**src/rtl/oilt_pkg.sv**
```systemverilog
// shared constants, codes and types of the ordered item list table
package oilt_pkg;

	localparam int DEPTH  = 16;
	localparam int ITEM_W = 32;
	localparam int CNT_W  = $clog2(DEPTH + 1);

	localparam int CMD_W  = 3;
	localparam int POS_W  = 5;
	localparam int VAL_W  = 32;
	localparam int CAP_W  = 5;
	localparam int PRES_W = 6;
	localparam int RMV_W  = 5;
	localparam int ICNT_W = 5;

	localparam int WIDE_W = (CNT_W > POS_W) ? ((CNT_W > CAP_W) ? CNT_W : CAP_W)
	                                        : ((POS_W > CAP_W) ? POS_W : CAP_W);

	localparam int IN_W        = CMD_W + POS_W + VAL_W;
	localparam int IN_TDATA_W  = ((IN_W + 7) / 8) * 8;
	localparam int OUT_W       = 1 + PRES_W + RMV_W + VAL_W + ICNT_W + 1;
	localparam int OUT_TDATA_W = ((OUT_W + 7) / 8) * 8;

	localparam logic [CMD_W-1:0] CMD_INS_AT     = 3'd0;
	localparam logic [CMD_W-1:0] CMD_INS_SORTED = 3'd1;
	localparam logic [CMD_W-1:0] CMD_ERASE_AT   = 3'd2;
	localparam logic [CMD_W-1:0] CMD_REMOVE_ALL = 3'd3;
	localparam logic [CMD_W-1:0] CMD_READ_AT    = 3'd4;
	localparam logic [CMD_W-1:0] CMD_WRITE_AT   = 3'd5;
	localparam logic [CMD_W-1:0] CMD_FIND       = 3'd6;

	localparam logic [PRES_W-1:0] NO_POS = '1;

	typedef logic [ITEM_W-1:0] item_t;

	typedef enum logic [2:0] {
		CELL_HOLD,
		CELL_LOAD,
		CELL_LEFT,
		CELL_RIGHT,
		CELL_CMP
	} cell_op_t;

	typedef struct packed {
		cell_op_t op;
		logic     cmp_le;
	} cell_ctl_t;

endpackage

```
**src/rtl/ordered_item_list_table.sv**
```systemverilog
// top level of the ordered item list table: command sequencer over a row of list cells
//
//  channel   | dir | handshake                  | contents
//  s_axis    | in  | s_axis_tvalid/tready       | command, position, item_value
//  m_axis    | out | m_axis_tvalid/tready       | ok, position_result, removed_count,
//            |     |                            | read_value, item_count, is_empty
//  cfg       | in  | cfg_we                     | capacity
//
// a request passes a compare state that sets the match flags in every cell, then an execute state that shifts or writes
// remove_all_equal stays in the execute state while a match is left, one entry closed up per cycle
// the next request is taken in the cycle a request finishes; the result sits in an output register
// a stalled result holds the following request in its compare cycle
// reset empties the list and sets capacity to 16; cell contents are not cleared
module ordered_item_list_table (
	input  logic                             clk,
	input  logic                             arst_n,
	input  logic                             s_axis_tvalid,
	output logic                             s_axis_tready,
	// command[2:0], position[7:3], item_value[39:8]
	input  logic [oilt_pkg::IN_TDATA_W-1:0]  s_axis_tdata,
	output logic                             m_axis_tvalid,
	input  logic                             m_axis_tready,
	// ok[0], position_result[6:1], removed_count[11:7], read_value[43:12],
	// item_count[48:44], is_empty[49], zero fill
	output logic [oilt_pkg::OUT_TDATA_W-1:0] m_axis_tdata,
	input  logic                             cfg_we,
	input  logic [oilt_pkg::CAP_W-1:0]       cfg_wdata
);

	localparam logic [1:0] S_IDLE = 2'd0;
	localparam logic [1:0] S_CMP  = 2'd1;
	localparam logic [1:0] S_EXEC = 2'd2;

	localparam int W = oilt_pkg::WIDE_W;

	logic [1:0]                     state_q;
	logic [oilt_pkg::CMD_W-1:0]     cmd_q;
	logic [oilt_pkg::POS_W-1:0]     pos_q;
	oilt_pkg::item_t                val_q;
	logic [oilt_pkg::CNT_W-1:0]     count_q;
	logic [oilt_pkg::CAP_W-1:0]     cap_q;
	logic [oilt_pkg::RMV_W-1:0]     removed_q;
	logic                           m_valid_q;
	logic [oilt_pkg::OUT_TDATA_W-1:0] m_data_q;

	oilt_pkg::cell_ctl_t            ctl   [oilt_pkg::DEPTH];
	oilt_pkg::item_t                entry [oilt_pkg::DEPTH];
	logic [oilt_pkg::DEPTH-1:0]     hit;
	logic [oilt_pkg::DEPTH-1:0]     hv;

	logic                           in_acc;
	logic                           out_free;
	logic                           exec_done;
	logic [W-1:0]                   cnt_w;
	logic [W-1:0]                   pos_w;
	logic [W-1:0]                   lim_w;
	logic                           found;
	logic [W-1:0]                   first_idx;
	oilt_pkg::item_t                rd_sel;

	logic                           ok_d;
	logic [oilt_pkg::PRES_W-1:0]    pres_d;
	oilt_pkg::item_t                rd_d;
	logic                           do_ins;
	logic [W-1:0]                   ins_at;
	logic                           do_del;
	logic [W-1:0]                   del_at;
	logic                           do_wr;
	logic [oilt_pkg::CNT_W-1:0]     count_d;
	logic [oilt_pkg::OUT_W-1:0]     out_d;

	assign out_free  = !m_valid_q || m_axis_tready;
	assign exec_done = !((cmd_q == oilt_pkg::CMD_REMOVE_ALL) && found);
	assign s_axis_tready = (state_q == S_IDLE) || ((state_q == S_EXEC) && exec_done);
	assign in_acc    = s_axis_tvalid && s_axis_tready;

	assign cnt_w = W'(count_q);
	assign pos_w = W'(pos_q);
	assign lim_w = (W'(cap_q) < W'(oilt_pkg::DEPTH)) ? W'(cap_q) : W'(oilt_pkg::DEPTH);

	// first flagged cell among the occupied ones, and the cell at position
	always_comb begin
		found     = 1'b0;
		first_idx = '0;
		rd_sel    = '0;
		for (int i = 0; i < oilt_pkg::DEPTH; i++) begin
			hv[i] = hit[i] && (W'(i) < cnt_w);
			if (W'(i) == pos_w) begin
				rd_sel = entry[i];
			end
		end
		for (int i = oilt_pkg::DEPTH - 1; i >= 0; i--) begin
			if (hv[i]) begin
				found     = 1'b1;
				first_idx = W'(i);
			end
		end
	end

	always_comb begin
		ok_d    = 1'b0;
		pres_d  = oilt_pkg::NO_POS;
		rd_d    = '0;
		do_ins  = 1'b0;
		ins_at  = '0;
		do_del  = 1'b0;
		del_at  = '0;
		do_wr   = 1'b0;
		count_d = count_q;
		case (cmd_q)
			oilt_pkg::CMD_INS_AT: begin
				if (pos_w <= cnt_w && cnt_w < lim_w) begin
					do_ins = 1'b1;
					ins_at = pos_w;
				end
			end
			oilt_pkg::CMD_INS_SORTED: begin
				if (cnt_w < lim_w) begin
					do_ins = 1'b1;
					ins_at = found ? first_idx : cnt_w;
				end
			end
			oilt_pkg::CMD_ERASE_AT: begin
				if (pos_w < cnt_w) begin
					ok_d   = 1'b1;
					do_del = 1'b1;
					del_at = pos_w;
				end
			end
			oilt_pkg::CMD_REMOVE_ALL: begin
				ok_d   = 1'b1;
				do_del = found;
				del_at = first_idx;
			end
			oilt_pkg::CMD_READ_AT: begin
				if (pos_w < cnt_w) begin
					ok_d = 1'b1;
					rd_d = rd_sel;
				end
			end
			oilt_pkg::CMD_WRITE_AT: begin
				if (pos_w < cnt_w) begin
					ok_d  = 1'b1;
					do_wr = 1'b1;
				end
			end
			oilt_pkg::CMD_FIND: begin
				ok_d = 1'b1;
				if (found) begin
					pres_d = oilt_pkg::PRES_W'(first_idx);
				end
			end
			default: ok_d = 1'b0;
		endcase
		if (do_ins) begin
			ok_d    = 1'b1;
			pres_d  = oilt_pkg::PRES_W'(ins_at);
			count_d = count_q + 1'b1;
		end
		if (do_del) begin
			count_d = count_q - 1'b1;
		end
	end

	// per-cell shift, load and compare controls
	always_comb begin
		for (int i = 0; i < oilt_pkg::DEPTH; i++) begin
			ctl[i].cmp_le = (cmd_q == oilt_pkg::CMD_INS_SORTED);
			ctl[i].op     = oilt_pkg::CELL_HOLD;
			if (state_q == S_CMP) begin
				ctl[i].op = oilt_pkg::CELL_CMP;
			end else if (state_q == S_EXEC) begin
				if (do_ins && W'(i) > ins_at) begin
					ctl[i].op = oilt_pkg::CELL_LEFT;
				end else if (do_ins && W'(i) == ins_at) begin
					ctl[i].op = oilt_pkg::CELL_LOAD;
				end else if (do_del && W'(i) >= del_at) begin
					ctl[i].op = oilt_pkg::CELL_RIGHT;
				end else if (do_wr && W'(i) == pos_w) begin
					ctl[i].op = oilt_pkg::CELL_LOAD;
				end
			end
		end
	end

	for (genvar g = 0; g < oilt_pkg::DEPTH; g++) begin : g_cell
		oilt_pkg::item_t left_e;
		oilt_pkg::item_t right_e;
		logic            left_h;
		logic            right_h;
		if (g == 0) begin : g_first
			assign left_e = '0;
			assign left_h = 1'b0;
		end else begin : g_mid_l
			assign left_e = entry[g-1];
			assign left_h = hit[g-1];
		end
		if (g == oilt_pkg::DEPTH - 1) begin : g_last
			assign right_e = '0;
			assign right_h = 1'b0;
		end else begin : g_mid_r
			assign right_e = entry[g+1];
			assign right_h = hit[g+1];
		end
		oilt_cell u_cell (
			.clk         (clk),
			.arst_n      (arst_n),
			.ctl         (ctl[g]),
			.load_value  (val_q),
			.left_entry  (left_e),
			.left_hit    (left_h),
			.right_entry (right_e),
			.right_hit   (right_h),
			.entry       (entry[g]),
			.hit         (hit[g])
		);
	end

	assign out_d = {(count_d == '0), oilt_pkg::ICNT_W'(count_d), oilt_pkg::VAL_W'(rd_d),
	                removed_q, pres_d, ok_d};

	always_ff @(posedge clk) begin
		if (in_acc) begin
			cmd_q <= s_axis_tdata[oilt_pkg::CMD_W-1:0];
			pos_q <= s_axis_tdata[oilt_pkg::CMD_W +: oilt_pkg::POS_W];
			val_q <= s_axis_tdata[oilt_pkg::CMD_W + oilt_pkg::POS_W +: oilt_pkg::ITEM_W];
		end
		if (state_q == S_EXEC && exec_done) begin
			m_data_q <= oilt_pkg::OUT_TDATA_W'(out_d);
		end
	end

	always_ff @(posedge clk or negedge arst_n) begin
		if (!arst_n) begin
			state_q   <= S_IDLE;
			count_q   <= '0;
			cap_q     <= oilt_pkg::CAP_W'(16);
			removed_q <= '0;
			m_valid_q <= 1'b0;
		end else begin
			if (cfg_we) begin
				cap_q <= cfg_wdata;
			end
			if (m_valid_q && m_axis_tready) begin
				m_valid_q <= 1'b0;
			end
			case (state_q)
				S_IDLE: begin
					if (in_acc) begin
						state_q <= S_CMP;
					end
				end
				S_CMP: begin
					if (out_free) begin
						state_q <= S_EXEC;
					end
				end
				S_EXEC: begin
					count_q <= count_d;
					if (!exec_done) begin
						removed_q <= removed_q + 1'b1;
					end else begin
						m_valid_q <= 1'b1;
						state_q   <= in_acc ? S_CMP : S_IDLE;
					end
				end
				default: state_q <= S_IDLE;
			endcase
			if (in_acc) begin
				removed_q <= '0;
			end
		end
	end

	assign m_axis_tvalid = m_valid_q;
	assign m_axis_tdata  = m_data_q;

	a_count_bound: assert property (@(posedge clk) disable iff (!arst_n)
		count_q <= oilt_pkg::CNT_W'(oilt_pkg::DEPTH))
		else $error("item count above depth");

	a_exec_slot_free: assert property (@(posedge clk) disable iff (!arst_n)
		(state_q == S_EXEC) |-> !m_valid_q)
		else $error("execute cycle with result register occupied");

	a_result_from_exec: assert property (@(posedge clk) disable iff (!arst_n)
		$rose(m_valid_q) |-> $past(state_q == S_EXEC))
		else $error("result raised outside execute cycle");

	a_accept_to_cmp: assert property (@(posedge clk) disable iff (!arst_n)
		(s_axis_tvalid && s_axis_tready) |=> (state_q == S_CMP))
		else $error("accepted request did not enter compare");

endmodule

```
**src/rtl/oilt_cell.sv**
```systemverilog
// one list slot: holds an item and its match flag, shifts to either neighbor
module oilt_cell (
	input  logic               clk,
	input  logic               arst_n,
	input  oilt_pkg::cell_ctl_t ctl,
	input  oilt_pkg::item_t    load_value,
	input  oilt_pkg::item_t    left_entry,
	input  logic               left_hit,
	input  oilt_pkg::item_t    right_entry,
	input  logic               right_hit,
	output oilt_pkg::item_t    entry,
	output logic               hit
);

	oilt_pkg::item_t entry_q;
	logic            hit_q;

	always_ff @(posedge clk) begin
		case (ctl.op)
			oilt_pkg::CELL_LOAD:  entry_q <= load_value;
			oilt_pkg::CELL_LEFT:  entry_q <= left_entry;
			oilt_pkg::CELL_RIGHT: entry_q <= right_entry;
			default:              entry_q <= entry_q;
		endcase
	end

	always_ff @(posedge clk or negedge arst_n) begin
		if (!arst_n) begin
			hit_q <= 1'b0;
		end else begin
			case (ctl.op)
				oilt_pkg::CELL_CMP: begin
					hit_q <= ctl.cmp_le ? (load_value <= entry_q) : (load_value == entry_q);
				end
				oilt_pkg::CELL_LOAD:  hit_q <= 1'b0;
				oilt_pkg::CELL_LEFT:  hit_q <= left_hit;
				oilt_pkg::CELL_RIGHT: hit_q <= right_hit;
				default:              hit_q <= hit_q;
			endcase
		end
	end

	assign entry = entry_q;
	assign hit   = hit_q;

endmodule
```
**config.mk**
```make
export PLATFORM = sky130hd
export DESIGN_NAME = ordered_item_list_table
export DESIGN_NICKNAME = d
export VERILOG_FILES = /design/src/rtl/oilt_pkg.sv /design/src/rtl/ordered_item_list_table.sv /design/src/rtl/oilt_cell.sv
export SDC_FILE = /design/constraint.sdc
export NUM_CORES = 2
export LEC_CHECK = 0
export ABC_AREA = 1
export BUFFER_PORTS_ARGS = -buffer_cell sky130_fd_sc_hd__buf_2
export CAP_MARGIN = 20
export CORE_MARGIN = 10
export CORE_UTILIZATION = 40
export CTS_CLUSTER_DIAMETER = 40
export DETAILED_ROUTE_END_ITERATION = 12
export GPL_ROUTABILITY_DRIVEN = 0
export PLACE_DENSITY = 0.57
export REMOVE_ABC_BUFFERS = 1
export SLEW_MARGIN = 20
export SYNTH_ARGS = -nofsm -noshare
export SYNTH_HDL_FRONTEND = slang
export SYNTH_SLANG_ARGS = --single-unit
```
**constraint.sdc**
```tcl
create_clock -name clk -period 11.15 [get_ports clk]
set_clock_uncertainty 0.1 [all_clocks]
set_input_delay 2.23 -clock clk [delete_from_list [all_inputs] [get_ports clk]]
set_output_delay 2.23 -clock clk [all_outputs]
set_load 0.005 [all_outputs]
```
# After elaboration in Yosys (flattened, before gate mapping)
# Index checks and enable logic that the tools add are counted.
[op_classes]
n_reduce_logical = 135
addsub = 3
muxes = 222
order_cmp = 68
n_eq_ne = 121
[ops]
columns = ["cell", "count"]
rows = [
  ["$pmux 32 s3", 16],
  ["$eq 32x32->1", 16],
  ["$le 32x32->1", 16],
  ["$mux 32", 16],
  ["$mux 2", 67],
  ["$mux 5", 26],
  ["$eq 3x2->1 const B", 34],
  ["$logic_and 1x1->1", 85],
  ["$eq 4x5->1 const A", 16],
  ["$eq 3x3->1 const B", 19],
  ["$mux 1", 56],
  ["$pmux 1 s4", 14],
  ["$reduce_bool 4->1", 14],
  ["$reduce_bool 3->1", 18],
  ["$eq 3x1->1 const B", 17],
  ["$mux 3", 16],
  ["$eq 3x5->1 const A", 8],
  ["$ge 4x5->1 const A", 8],
  ["$gt 4x5->1 const A", 8],
  ["$lt 4x5->1 const A", 8],
  ["$eq 2x5->1 const A", 4],
  ["$ge 3x5->1 const A", 4],
  ["$gt 3x5->1 const A", 4],
  ["$lt 3x5->1 const A", 4],
  ["other kinds (31)", 55],
]
[word_totals]
ff_bits = 636
in_bits = 50
wordCells = 592

# Depth between registers and ports, before layout
[depth]
depth_word = 30
mapped_depth = 26
depth_no_buf = 25

# By module
# Synthesis repeated with hierarchy kept, for this count alone.
[hier_totals]
cells_unflattened = 6849
area_unflattened_um2 = 54339.6
[modules_own_cells]
columns = ["mod", "seq_area_each_um2", "cells_each", "n_inst", "area_per_inst_um2"]
rows = [
  ["oilt_cell", 985.9, 335, 16, 2797.7],
  ["ordered_item_list_table", 3154.3, 1489, 1, 9576.7],
]

# Worst setup path before layout
# OpenSTA, ideal clock, no wires.
[synth_timing]
path_type = "reg2reg"
startpoint = "register count_q, in the netlist cnt_w[4]"
endpoint = "register g_cell[0].u_cell.entry_q[0] (enable)"
n_path_buf = 1
path_stages_with_launch = 17
arrival_ps = 3944
path_slack_ps = 6663
path_cell_list = "dfrtp_1 -> buf_2 -> inv_2 -> ha_1 -> nand2_1 -> o21a_1 -> nand2_1 -> inv_1 -> nand2_1 -> inv_1 -> nand2_1 -> nand3_2 -> nor2_4 -> nand3_1 -> nor2_1 -> nand2_1 -> a31oi_1"
[synth_between]
elab_chain_cells = 29
word_cells_on_any_way = 97
classes_between = "order compare: 21; eq/ne: 3; mux: 50; reduce/logical: 23"
[synth_rtl]
columns = ["element", "line", "text"]
rows = [
  ["from (decl)", "ordered_item_list_table.sv:40", "logic [oilt_pkg::CNT_W-1:0] count_q;"],
  ["from (signal assigned)", "ordered_item_list_table.sv:259", "count_q <= count_d;"],
  ["parallel branches: the longest is 24 deep, another holds $lt 4x5->1", "n/a", ""],
  ["$mux 2 *", "ordered_item_list_table.sv:173", "if (do_ins && W'(i) > ins_at) begin"],
  ["$mux 2 *", "ordered_item_list_table.sv:172", "end else if (state_q == S_EXEC) begin"],
  ["$mux 3 *", "ordered_item_list_table.sv:170", "if (state_q == S_CMP) begin"],
  ["$eq 3x1->1 or $eq 3x2->1 (tied branches)", "oilt_cell.sv:19", "case (ctl.op)"],
  ["$reduce_bool 3->1 (no source line) *", "n/a", ""],
  ["to (signal assigned)", "oilt_cell.sv:20", "oilt_pkg::CELL_LOAD: entry_q <= load_value;"],
  ["to (signal assigned)", "oilt_cell.sv:21", "oilt_pkg::CELL_LEFT: entry_q <= left_entry;"],
  ["to (signal assigned)", "oilt_cell.sv:22", "oilt_pkg::CELL_RIGHT: entry_q <= right_entry;"],
  ["to (decl)", "oilt_cell.sv:15", "oilt_pkg::item_t entry_q;"],
]
# Mark *: on every way between the ends.
# A chain may end at the register's enable or synchronous reset.

# Final worst setup path
[layout_timing]
startpoint = "register cmd_q[2] (netlist bit)"
endpoint = "register g_cell[3].u_cell.entry_q[3] (enable)"
[layout_between]
elab_chain_cells = 11
word_cells_on_any_way = 27
classes_between = "order compare: 2; eq/ne: 8; mux: 11; reduce/logical: 6"
[layout_rtl]
columns = ["element", "line", "text"]
rows = [
  ["from (decl)", "ordered_item_list_table.sv:37", "logic [oilt_pkg::CMD_W-1:0] cmd_q;"],
  ["from (signal assigned)", "ordered_item_list_table.sv:224", "cmd_q <= s_axis_tdata[oilt_pkg::CMD_W-1:0];"],
  ["$eq 3x2->1 or $eq 3x3->1 (tied branches)", "ordered_item_list_table.sv:110", "case (cmd_q)"],
  ["$pmux 5 s2 or $mux 1 (tied branches)", "ordered_item_list_table.sv:110", ""],
  ["$ge 2x5->1 or $logic_and 1x1->1 (tied branches)", "ordered_item_list_table.sv:177, ordered_item_list_table.sv:179", ""],
  ["$logic_and 1x1->1 or $mux 1 (tied branches)", "ordered_item_list_table.sv:177, ordered_item_list_table.sv:179", ""],
  ["$mux 2", "ordered_item_list_table.sv:177", "end else if (do_del && W'(i) >= del_at) begin"],
  ["$mux 2", "ordered_item_list_table.sv:175", "end else if (do_ins && W'(i) == ins_at) begin"],
  ["$mux 2 *", "ordered_item_list_table.sv:173", ""],
  ["$mux 2 *", "ordered_item_list_table.sv:172", ""],
  ["$mux 3 *", "ordered_item_list_table.sv:170", ""],
  ["$eq 3x1->1 or $eq 3x2->1 (tied branches)", "oilt_cell.sv:19", ""],
  ["$reduce_bool 3->1 (no source line) *", "n/a", ""],
  ["to (signal assigned)", "oilt_cell.sv:20", ""],
  ["to (signal assigned)", "oilt_cell.sv:21", ""],
  ["to (signal assigned)", "oilt_cell.sv:22", ""],
  ["to (decl)", "oilt_cell.sv:15", ""],
]
# Mark *: on every way between the ends. The rest lies on a longest branch, timed or not.

==> impl_results.html <==
<table>
<tr><th>Metric</th><th>Value</th></tr>
<tr><th colspan="2">Detailed routing</th></tr>
<tr><td>Drc violations</td><td>0</td></tr>
<tr><td>Antenna Violating Nets Remaining</td><td>0</td></tr>
<tr><td>First-pass DRT Iterations</td><td>6</td></tr>
<tr><td>Avg WL per Cell</td><td>22.02 um</td></tr>
<tr><td>Via density per instance</td><td>5.731</td></tr>
<tr><td>Count of vias placed by the detailed router</td><td>43400</td></tr>
<tr><td>Wirelength, routed</td><td>166.8 mm</td></tr>
<tr><td>Violation count after the first detailed-route iteration</td><td>4076</td></tr>
<tr><th colspan="2">Worst setup path</th></tr>
<tr><td>Worst reg2reg startpoint</td><td>cmd_q[2]</td></tr>
<tr><td>Cells along the critical path</td><td>nor3_1, inv_1, nor2_1, nor2_1, inv_2, nand2_2, nor2_4, nand2_1, inv_2, nand2_1, nand2_1, buf_4, nand2_2, buf_4, nand2_1, buf_4</td></tr>
<tr><td>Critical path's top delay family</td><td>simple AND/OR/NAND/NOR gates</td></tr>
<tr><td>Reg2Reg Capture Point</td><td>g_cell[3].u_cell.entry[3]</td></tr>
<tr><td>Setup crit end kind</td><td>register</td></tr>
<tr><td>Data required, critical path</td><td>11.49 ns</td></tr>
<tr><td>Worst Path Class, Setup</td><td>reg2reg</td></tr>
<tr><td>Worst-case register-to-register setup slack</td><td>5.10 ns</td></tr>
<tr><td>Most used cell, CP</td><td>nand2_1</td></tr>
<tr><td>Total stage count of the critical path</td><td>16</td></tr>
<tr><td>Setup crit start kind</td><td>register</td></tr>
<tr><td>Biggest cell delay along the critical path</td><td>1.01 ns</td></tr>
<tr><td>Beginning of the critical path</td><td>cmd_q[2]</td></tr>
<tr><td>Crit path to</td><td>g_cell[3].u_cell.entry[3]</td></tr>
<tr><td>Number of buffer and inverter instances along the worst setup path</td><td>6</td></tr>
<tr><td>Maximum fanout along the worst path</td><td>47</td></tr>
<tr><td>Count of cells along the worst register-to-register path</td><td>16</td></tr>
<tr><td>Arr. time, crit path</td><td>6.39 ns</td></tr>
<tr><td>Slowest stage cell, crit path</td><td>nor3_1</td></tr>
<tr><th colspan="2">Global routing</th></tr>
<tr><td>Maximum number of pins on one net before global-route repair</td><td>66</td></tr>
<tr><td>Global-route wire length before repair</td><td>257.1 mm</td></tr>
<tr><td>Initial antenna violation count</td><td>1</td></tr>
<tr><td>Global-route usage over all layers</td><td>0.2469</td></tr>
<tr><td>GRT Residual Overflow</td><td>0</td></tr>
<tr><td>Via count of the first global-routing pass</td><td>42950</td></tr>
<tr><th colspan="2">Yosys</th></tr>
<tr><td>Portion of synthesized cell area occupied by the leading cell type</td><td>0.3797</td></tr>
<tr><td>Synthesis-stage register bit count</td><td>636</td></tr>
<tr><td>Post-synthesis share of cell area spent on and, or, nand and nor gates</td><td>0.2325</td></tr>
<tr><td>Combinational family with the most area after synthesis</td><td>simple AND/OR/NAND/NOR gates</td></tr>
<tr><td>Post-synthesis adder-cell area fraction</td><td>0.1380</td></tr>
<tr><td>Post-synth top area cell</td><td>edfxtp_1</td></tr>
<tr><td>Cell types occupying the most area after synthesis</td><td>edfxtp_1 38%, ha_1 14%, nand2_1 12%, inv_1 5.5%, nand3_1 5.4%</td></tr>
<tr><td>Most frequently used flop master after synthesis</td><td>edfxtp_1</td></tr>
<tr><td>Sequential area share after synthesis</td><td>0.3976</td></tr>
<tr><td>Post-Syn Instances</td><td>5852</td></tr>
<tr><td>Syn Area/Cell</td><td>8.135 um2</td></tr>
<tr><td>Post-synthesis instance area</td><td>0.04761 mm2</td></tr>
<tr><td>Synthesized-area fraction occupied by ao, oa, aoi and oai cells</td><td>0.1439</td></tr>
<tr><td>Count of warnings emitted by yosys</td><td>0</td></tr>
<tr><td>Distinct cell type count after synthesis</td><td>58</td></tr>
<tr><td>Async set or reset register ratio after synthesis</td><td>0.05346</td></tr>
<tr><td>EDFF count, synth</td><td>602</td></tr>
<tr><td>Multiplexer share of the synthesized area</td><td>0.0009461</td></tr>
<tr><td>Parity-gate share of the synthesized area counting xor and xnor cells</td><td>0.001104</td></tr>
<tr><th colspan="2">Power and ir drop</th></tr>
<tr><td>Power density of the placed cells</td><td>209.9 mW/mm2</td></tr>
<tr><td>P_sw</td><td>4.283 mW</td></tr>
<tr><td>Static leakage power</td><td>23.98 nW</td></tr>
<tr><td>Overall power after layout</td><td>11.40 mW</td></tr>
<tr><td>Proportion of power drawn by the clock network</td><td>0.366</td></tr>
<tr><td>Reg power frac</td><td>0.323</td></tr>
<tr><td>Internal power</td><td>7.119 mW</td></tr>
<tr><td>Switching part of the total</td><td>0.3756</td></tr>
<tr><td>Peak VDD IR</td><td>0.1337 mV</td></tr>
<tr><td>Combinational cell fraction of total power</td><td>0.311</td></tr>
<tr><th colspan="2">Clock tree</th></tr>
<tr><td>Source-to-sink clock delay at the later pin of the worst-skew pair</td><td>0.76 ns</td></tr>
<tr><td>Gates resized, CTS repair</td><td>0</td></tr>
<tr><td>TritonCTS clock tree</td><td>done</td></tr>
<tr><td>Number of H-tree levels</td><td>4</td></tr>
<tr><td>Reg clk slew, reported paths</td><td>0.06 ns</td></tr>
<tr><td>Hold Buf Count CTS</td><td>0</td></tr>
<tr><td>Post-CTS setup-driven buffer insertion count</td><td>0</td></tr>
<tr><td>Maximum buffer depth of the clock tree</td><td>3</td></tr>
<tr><td>Clock root cell</td><td>clkbuf_16</td></tr>
<tr><td>Clock tree sinks</td><td>636</td></tr>
<tr><td>Number of buffers created by CTS</td><td>137</td></tr>
<tr><th colspan="2">Final layout</th></tr>
<tr><td>Post-layout util</td><td>0.4599</td></tr>
<tr><td>Layout cell share with drive strength beyond 1</td><td>0.09874</td></tr>
<tr><td>Synthesis-to-layout area growth</td><td>14.08%</td></tr>
<tr><td>Most frequent cells in the layout</td><td>1562 x nand2_1, 701 x inv_1, 602 x edfxtp_1</td></tr>
<tr><td>Net count reported at finish</td><td>6500</td></tr>
<tr><td>Final Instance Count excl. Fillers</td><td>7573</td></tr>
<tr><td>Final standard cell area without fillers</td><td>0.05431 mm2</td></tr>
<tr><td>Multi-input combinational cell area</td><td>0.02468 mm2</td></tr>
<tr><td>Final-layout fill cell count</td><td>11590</td></tr>
<tr><td>Sequential cell area</td><td>0.01893 mm2</td></tr>
<tr><td>Most common cell after layout, fill and taps aside</td><td>nand2_1</td></tr>
<tr><th colspan="2">Min path</th></tr>
<tr><td>Kind of path behind the tightest hold check</td><td>reg2reg</td></tr>
<tr><th colspan="2">STA</th></tr>
<tr><td>Max Transition Viols Final</td><td>0</td></tr>
<tr><td>Worst rel slew slack</td><td>0.1527</td></tr>
<tr><td>Final period utilization</td><td>0.5428</td></tr>
<tr><td>Hold Vio Cnt, Final</td><td>0</td></tr>
<tr><td>RSZ-0062 raised after global routing</td><td>no</td></tr>
<tr><td>Top achievable clock speed</td><td>0.1652 GHz</td></tr>
<tr><td>Final worst path period need</td><td>6.052 ns</td></tr>
<tr><td>Sum of negative setup slack</td><td>0 ns</td></tr>
<tr><td>Finish-stage setup viols</td><td>0</td></tr>
<tr><td>Worst-Margin Slew</td><td>1.259 ns</td></tr>
<tr><th colspan="2">Placement</th></tr>
<tr><td>Area after detailed placement</td><td>0.04964 mm2</td></tr>
<tr><td>HPWL after detailed placement</td><td>123.8 mm</td></tr>
<tr><td>Dpl cells</td><td>7320</td></tr>
<tr><td>Number of buffers inserted by port buffering</td><td>101</td></tr>
<tr><th colspan="2">Die</th></tr>
<tr><td>Placeable core region</td><td>0.1181 mm2</td></tr>
<tr><td>Row count</td><td>126</td></tr>
<tr><td>I/O pin count</td><td>108</td></tr>
<tr><td>Starting density of the core</td><td>0.4032</td></tr>
<tr><td>Area of the die</td><td>0.1332 mm2</td></tr>
<tr><td>Horizontal extent of the die</td><td>365.0 um</td></tr>
<tr><td>Die span in y</td><td>365.0 um</td></tr>
<tr><th colspan="2">Job</th></tr>
<tr><td>Number of maximum-capacitance violations</td><td>0</td></tr>
<tr><th colspan="2">Outcome</th></tr>
<tr><td>Run status</td><td>finished, final reports clean</td></tr>
</table>
-- registers in the layout (all words and copies together) (netlist names) --
signal	count
cnt_w	5
state_q	2
val_q	32
m_axis_tdata	50
cmd_q	3
g_cell.u_cell.entry	512
cap_q	5
pos_q	5
removed_q	5
m_axis_tvalid	1
g_cell.u_cell.hit	16
-- power by group through the flow --
stage,sequential (mW),clock [mW],combinational [mW]
floorplan,3.63,0,2.28
global placement,3.73,0,3.39
detailed placement,3.72,0,3.49
CTS,3.68,4.21,3.51
global route,3.73,4.32,3.99
finish,3.69,4.17,3.55
-- how the worst min path moves through the flow --
stage,startpoint,end,slack (ns),cells after the start
final,removed_q[4],m_axis_tdata[11],0.37,0
after global routing,removed_q[4],m_axis_tdata[11],0.37,0
after detailed placement,removed_q[4],m_axis_tdata[11],0.36,0
after CTS,removed_q[4],m_axis_tdata[11],0.37,0
after global placement,removed_q[4],m_axis_tdata[11],0.35,0
after floorplan,removed_q[4],m_axis_tdata[11],0.34,0
-- stage by stage --
stage               setup slack [ns]  hold slack, ns
floorplan                      4.656          0.3444
global placement               5.492          0.3535
detailed placement             5.354          0.3599
CTS                            5.315          0.3707
global route                   4.911          0.3722
finish                         5.098          0.3684
-- kinds of logic (layout without fill, tap and decap cells) --
kind of cell,after synthesis,in the layout
DFF,636,636
and+or+nand+nor,2575,2575
AOI/OAI and AO/OA,1082,1082
muxes,4,4
other,1,7
buffers and inverters,1023,1202
adders and majority gates,525,525
xor gates and xnor gates,6,6
-- metal layers --
layer | up-vias | routed length, um | global-route usage
met3 | 343 | 9671 | 0.03146
li1 | 20540 | - | -
met2 | 1583 | 76930 | 0.3958
met5 | - | 0 | 0
met4 | 0 | 7941 | 0.1236
met1 | 20940 | 72220 | 0.3268
-- area by class of cell --
type,instances,share of cell area
Clock buffer,167,0.06755
Tap cell,1536,0.03539
Sequential cell,636,0.3485
Timing Repair Buffer,215,0.02534
Multi-Input combinational cell,4198,0.4544
Clock inverter,83,0.01774
Inverter,737,0.05101
Antenna cell,1,0.00004608
-- cell usage after synthesis (11+ instances only) --
cell and instances:
nand2_1 1563, inv_1 703, edfxtp_1 602, ha_1 525, nand3_1 509, a21oi_1 380
nor2_1 223, o211ai_1 218, o21ai_0 216, clkbuf_1 137, nand4_1 129, buf_2 93
o22ai_1 48, o211ai_2 40, nor3_1 38, nand2_2 35, nor4_1 34, dfrtp_1 33
a22oi_1 31, o2111ai_1 31, inv_2 29, a211oi_1 28, buf_4 26, buf_1 25
o21ai_1 21, nor2_4 15, nor2_2 14, a2111oi_0 12, o221ai_1 11
Note: power is estimated with default switching activity, not from simulation.
